[src/dbcs_pkg.sv]
// Shared types and constants for the text glyph locator.
`default_nettype none
package dbcs_pkg;

  // Request actions on the input channel
  typedef enum logic [1:0] {
    ACT_START     = 2'd0,
    ACT_TEXT      = 2'd1,
    ACT_WIDE_WR   = 2'd2,
    ACT_NARROW_WR = 2'd3
  } action_t;

  // Configuration register indexes
  localparam logic [2:0] CFG_WIDE_W      = 3'd0;
  localparam logic [2:0] CFG_WIDE_H      = 3'd1;
  localparam logic [2:0] CFG_WIDE_CNT    = 3'd2;
  localparam logic [2:0] CFG_NARROW_W    = 3'd3;
  localparam logic [2:0] CFG_NARROW_H    = 3'd4;
  localparam logic [2:0] CFG_NARROW_CNT  = 3'd5;
  localparam logic [2:0] CFG_NARROW_FRST = 3'd6;
  localparam logic [2:0] CFG_FLAGS       = 3'd7;

  // Bit positions in the font flags register
  localparam int FLAG_WIDE    = 0;
  localparam int FLAG_NARROW  = 1;
  localparam int FLAG_TABLE   = 2;
  localparam int FLAG_REVERSE = 3;

  // Code drawn when a character is missing ('?')
  localparam logic [6:0] FALLBACK_CODE = 7'h3F;

  // Controller states
  typedef enum logic [2:0] {
    S_IDLE,
    S_WSRCH,
    S_NFIND,
    S_NSRCH,
    S_MUL,
    S_OUT
  } state_t;

  // Status returned by a code ring after a search pass
  typedef struct packed {
    logic       done;
    logic       found;
    logic [7:0] index;
  } srch_stat_t;

endpackage
`default_nettype wire

[src/dbcs_cell.sv]
// One code table entry in a rotating ring of cells.
`default_nettype none
module dbcs_cell #(
  parameter int WIDTH = 16
) (
  input  wire logic             clk,
  input  wire logic             load_en,
  input  wire logic [WIDTH-1:0] load_data,
  input  wire logic             shift_en,
  input  wire logic [WIDTH-1:0] shift_in,
  output logic      [WIDTH-1:0] q
);

  logic [WIDTH-1:0] q_r;
  logic [WIDTH-1:0] q_nxt;

  // Load a table write, else take the neighbor's entry while rotating
  always_comb begin
    q_nxt = q_r;
    if (load_en) begin
      q_nxt = load_data;
    end else if (shift_en) begin
      q_nxt = shift_in;
    end
  end

  always_ff @(posedge clk) begin
    q_r <= q_nxt;
  end

  assign q = q_r;

endmodule
`default_nettype wire

[src/dbcs_ring.sv]
// Code table as a ring of cells, searched at the head during one full rotation.
`default_nettype none
module dbcs_ring #(
  parameter int DEPTH = 256,
  parameter int WIDTH = 16
) (
  input  wire logic                 clk,
  input  wire logic                 rst_n,
  input  wire logic                 wr_en,
  input  wire logic [7:0]           wr_index,
  input  wire logic [WIDTH-1:0]     wr_data,
  input  wire logic                 start,
  input  wire logic [WIDTH-1:0]     code,
  input  wire logic [8:0]           count,
  output dbcs_pkg::srch_stat_t      stat
);
  import dbcs_pkg::*;

  localparam int IW = (DEPTH > 1) ? $clog2(DEPTH) : 1;
  localparam int XW = (IW > 8) ? IW : 8;
  localparam int CW = (IW > 9) ? IW : 9;

  logic [WIDTH-1:0] q [DEPTH];

  logic             busy_r, busy_nxt;
  logic             done_r, done_nxt;
  logic [IW-1:0]    k_r, k_nxt;
  logic [WIDTH-1:0] code_r, code_nxt;
  logic [8:0]       count_r, count_nxt;
  logic             found_r, found_nxt;
  logic [7:0]       idx_r, idx_nxt;
  logic             match_now;

  // Row of cells; each takes its upper neighbor's entry while busy
  for (genvar i = 0; i < DEPTH; i++) begin : g_cell
    dbcs_cell #(.WIDTH(WIDTH)) u_cell (
      .clk       (clk),
      .load_en   (wr_en && (XW'(wr_index) == XW'(i))),
      .load_data (wr_data),
      .shift_en  (busy_r),
      .shift_in  (q[(i + 1) % DEPTH]),
      .q         (q[i])
    );
  end

  // Head cell holds entry k_r; only the first k < count is a valid hit
  assign match_now = busy_r && (q[0] == code_r) && (CW'(k_r) < CW'(count_r));

  // Step the rotation and record the first hit
  always_comb begin
    busy_nxt  = busy_r;
    done_nxt  = 1'b0;
    k_nxt     = k_r;
    code_nxt  = code_r;
    count_nxt = count_r;
    found_nxt = found_r;
    idx_nxt   = idx_r;
    if (start) begin
      busy_nxt  = 1'b1;
      k_nxt     = '0;
      code_nxt  = code;
      count_nxt = count;
      found_nxt = 1'b0;
    end else if (busy_r) begin
      if (match_now && !found_r) begin
        found_nxt = 1'b1;
        idx_nxt   = 8'(k_r);
      end
      if (k_r == IW'(DEPTH - 1)) begin
        busy_nxt = 1'b0;
        done_nxt = 1'b1;
      end else begin
        k_nxt = k_r + 1'b1;
      end
    end
  end

  always_ff @(posedge clk) begin
    if (!rst_n) begin
      busy_r <= 1'b0;
      done_r <= 1'b0;
    end else begin
      busy_r <= busy_nxt;
      done_r <= done_nxt;
    end
    k_r     <= k_nxt;
    code_r  <= code_nxt;
    count_r <= count_nxt;
    found_r <= found_nxt;
    idx_r   <= idx_nxt;
  end

  assign stat.done  = done_r;
  assign stat.found = found_r;
  assign stat.index = idx_r;

endmodule
`default_nettype wire

[config.mk]
export PLATFORM = sky130hd
export DESIGN_NAME = dbcs_ring
export DESIGN_NICKNAME = d
export VERILOG_FILES = /design/src/dbcs_pkg.sv /design/src/dbcs_cell.sv /design/src/dbcs_ring.sv
export SDC_FILE = /design/constraint.sdc
export NUM_CORES = 2
export LEC_CHECK = 0
export BUFFER_PORTS_ARGS = -buffer_cell sky130_fd_sc_hd__buf_2
export CORE_MARGIN = 2
export CORE_UTILIZATION = 45
export CTS_BUF_LIST = sky130_fd_sc_hd__clkbuf_16
export CTS_CLUSTER_SIZE = 30
export DETAILED_ROUTE_END_ITERATION = 10
export MAX_ROUTING_LAYER = met4
export PLACE_DENSITY = 0.62
export SYNTH_ARGS = -nofsm -noshare
export SYNTH_HDL_FRONTEND = slang
export SYNTH_SLANG_ARGS = --single-unit
[constraint.sdc]
create_clock -name clk -period 3.25 [get_ports clk]
set_input_delay 0.65 -clock clk [delete_from_list [all_inputs] [get_ports clk]]
set_output_delay 0.65 -clock clk [all_outputs]
set_load 0.01 [all_outputs]
==> impl_metrics.ini <==
[sta]
drv_slew = 0
worstMarginPinSlew_ps = 1070
skew_ps = 41.2
slew_headroom_pct = 28.5
hold_viol = 0
finalSetupTns_ps = 0
worst_slack_ps = 940
max_freq_ghz = 0.433
rsz0062_at_grt = no
post-route-period-util_pct = 71.1
finalSetupViolCount = 0
fin_crit_ps = 2310

[yosys]
synth-xor-area-share_pct = 0.104
synth_compound_area_share_pct = 0.0542
synth_cell_types = 45
synth_enable_flop_cells = 4129
ys_seq_area_share_pct = 69.9
synth_nets = 9751
async_reset_ff_share_pct = 0
synth_area_leaders = edfxtp_1 70%, mux2_2 26%, clkbuf_1 1.2%
syn_area_per_cell_um2 = 18.3
netlist.area_leader.share_pct = 69.8
synth_mux_area_share_pct = 26.0
synth_top_cell_by_area = edfxtp_1
syn_inst = 9690
synth_top_family_by_area = multiplexers
synthAdderAreaFrac_pct = 0.0564
syn_area_mm2 = 0.178
synth_common_cells = 4129 x edfxtp_1, 4096 x mux2_2, 566 x clkbuf_1
yosysMostFrequentCell = edfxtp_1
synth-seq-cells = 4140
ys_warn_count = 0
synth-simple-area-share_pct = 2.01
dominantRegCellSynth = edfxtp_1

[critical_path]
endpoint_kind = flip-flop
worstReg2RegStart = k_r[6]
r2r_cells = 6
rrSetupSlack_ps = 990
crit_start = wr_index[0]
path_max_fanout = 17
cp.required_ps = 3870
critPathCapture = g_cell[255].u_cell.q[0]
r2r-end = idx_r[5]
crit_type = primary input to flip-flop
critPathArrivalTime_ps = 2930
crit_path_start_kind = primary input

[floorplan]
pin_count = 63
start_util_pct = 45.2
dieArea_mm2 = 0.400
dieWidth_um = 632
row_count = 230
die_h_um = 632
coreArea_mm2 = 0.393

[clocking]
worst_skew_pair.late_latency_ps = 980
numCtsBuffers = 436
clk_pin_slew_ps = 60
clock-sinks = 4140
clockBufferDepth = 4
h-tree-depth = 5
cts_tree = yes
root_buffer = clkbuf_16
post_cts_buffers = 0
cts_resized = 0

[global_route]
grt-ovfl-total = 0
track_usage_pct = 19.2
antenna_found_initial = 17
grt_pass1_wl_um = 579000
first_global_vias = 90778
grt_max_degree = 100

[route]
routed_wl_um = 380000
drc = 0
drt_iter0_drc = 6680
dr_total_vias = 85532
vias_per_cell = 5.48
drt_first_pass_iters = 8
wire_per_inst_um = 24.3
route.antenna.remaining_nets = 0

[outcome]
status = completed

[placement]
numPortBuffers = 62
dpl_worst_slack_ps = -61.4
hpwl_um = 225000
gp_congestion = 0.814
dpl_cell_area_mm2 = 0.188

[job]
drv_cap = 0

[finish]
syn_to_final_growth_pct = 13.7
fin_nets = 10094
final_cell_area_mm2 = 0.202
num-fill-cells = 30879
drive_gt1_share_pct = 54.2

[pwr]
ir_drop_mv = 0.510
power_density_mw_per_mm2 = 585
p_leak_nw = 68.0

[min_path]
min_path_type = primary input to flip-flop
through the flow:
step | util (%) | total power [mW] | std cells | hold slack, ps
3_3_place_gp | 47.8 | 70.5 | 14788 | 460
3_5_place_dp | 47.8 | 70.6 | 14788 | 469
5_1_grt | 51.4 | 122 | 15620 | 225
2_1_floorplan | - | 68.0 | 9690 | 441
6_report | 51.4 | 118 | 15622 | 190
4_1_cts | 51.4 | 119 | 15616 | 120
flip-flops by register name (all words and copies together), names as in the netlist:
signal	flops
busy_r	1
count_r	9
done_r	1
k_r	8
g_cell.u_cell.q	4096
code_r	16
found_r	1
idx_r	8
placed cells by master (no fill, tap or decap), drive strengths merged, types with 3 or more instances in the layout:
cell | Yosys | final
edfxtp | 4129 | 4129
mux2 | 4096 | 4096
buf | 219 | 663
clkbuf | 566 | 443
clkinv | 0 | 193
nor2 | 163 | 163
or2 | 144 | 144
nand2 | 129 | 129
inv | 11 | 123
nand2b | 119 | 119
bufinv | 0 | 42
dlygate4sd3 | 0 | 27
xor2 | 16 | 16
nand3 | 12 | 12
clkinvlp | 0 | 11
dfxtp | 11 | 11
nor3 | 9 | 9
ha | 8 | 8
nand4 | 7 | 7
or3 | 7 | 7
diode | 0 | 6
nor2b | 6 | 6
nor4 | 6 | 6
a21oi | 5 | 5
xnor2 | 5 | 5
or4 | 3 | 3
kinds of logic after synthesis:
| kind of cell | count (synthesis) |
|---|---|
| flip-flops | 4140 |
| multiplexers | 4097 |
| buffers and inverters | 796 |
| AND/OR/NAND/NOR | 613 |
| XOR/XNOR | 21 |
| AO/OA/AOI/OAI | 15 |
| adder cells (fa/ha/maj) | 8 |
per-layer routing:
metal	wire length, µm	share of wire, %	global-route usage, %
met1	172000	45	26.2
met2	183000	48	31.0
met3	17300	4.6	2.33
met4	8070	2.1	4.53
met5	0	0	-
worst max-delay path: stages:
cell,delay [ps]
buf_2,290
nand2_1,160
or3_2,560
buf_4,260
nor2_2,250
buf_4,290
or2_2,390
worst min path at each step:
stage	from	endpoint	slack, ps	cells past startpoint
after global placement	found_r	found_r	460	2
after floorplan	found_r	found_r	440	2
after CTS	start	found_r	120	5
after detailed placement	found_r	found_r	470	2
after global routing	start	k_r[3]	220	3
final	start	found_r	190	5
report_power, final:
group          internal (mW)  leakage, nW  switching (mW)
registers               62.4         39.4           0.885
logic                   2.59         21.4            3.69
clock network           28.0         7.20            20.7
total                   93.0         68.0            25.2
area by class of cell:
| cell class | instances | area, µm² | area share [%] |
|---|---|---|---|
| inverters | 11 | 41.3 | 0.0204 |
| clock buffers | 443 | 11100 | 5.49 |
| multi-input cells | 4754 | 50200 | 24.8 |
| flip-flops and latches | 4140 | 124000 | 61.5 |
| well taps | 5220 | 6530 | 3.23 |
| clock inverters | 358 | 2860 | 1.42 |
| repair buffers | 690 | 7070 | 3.50 |
| diodes | 6 | 15.0 | 0.00743 |
repair_timing:
action	4_1_cts	5_1_grt
endpoints found under the hold margin	27	0
hold buffers	27	0
endpoints found under the setup margin	0	0
No activity file was read; power rests on OpenSTA's default activity.
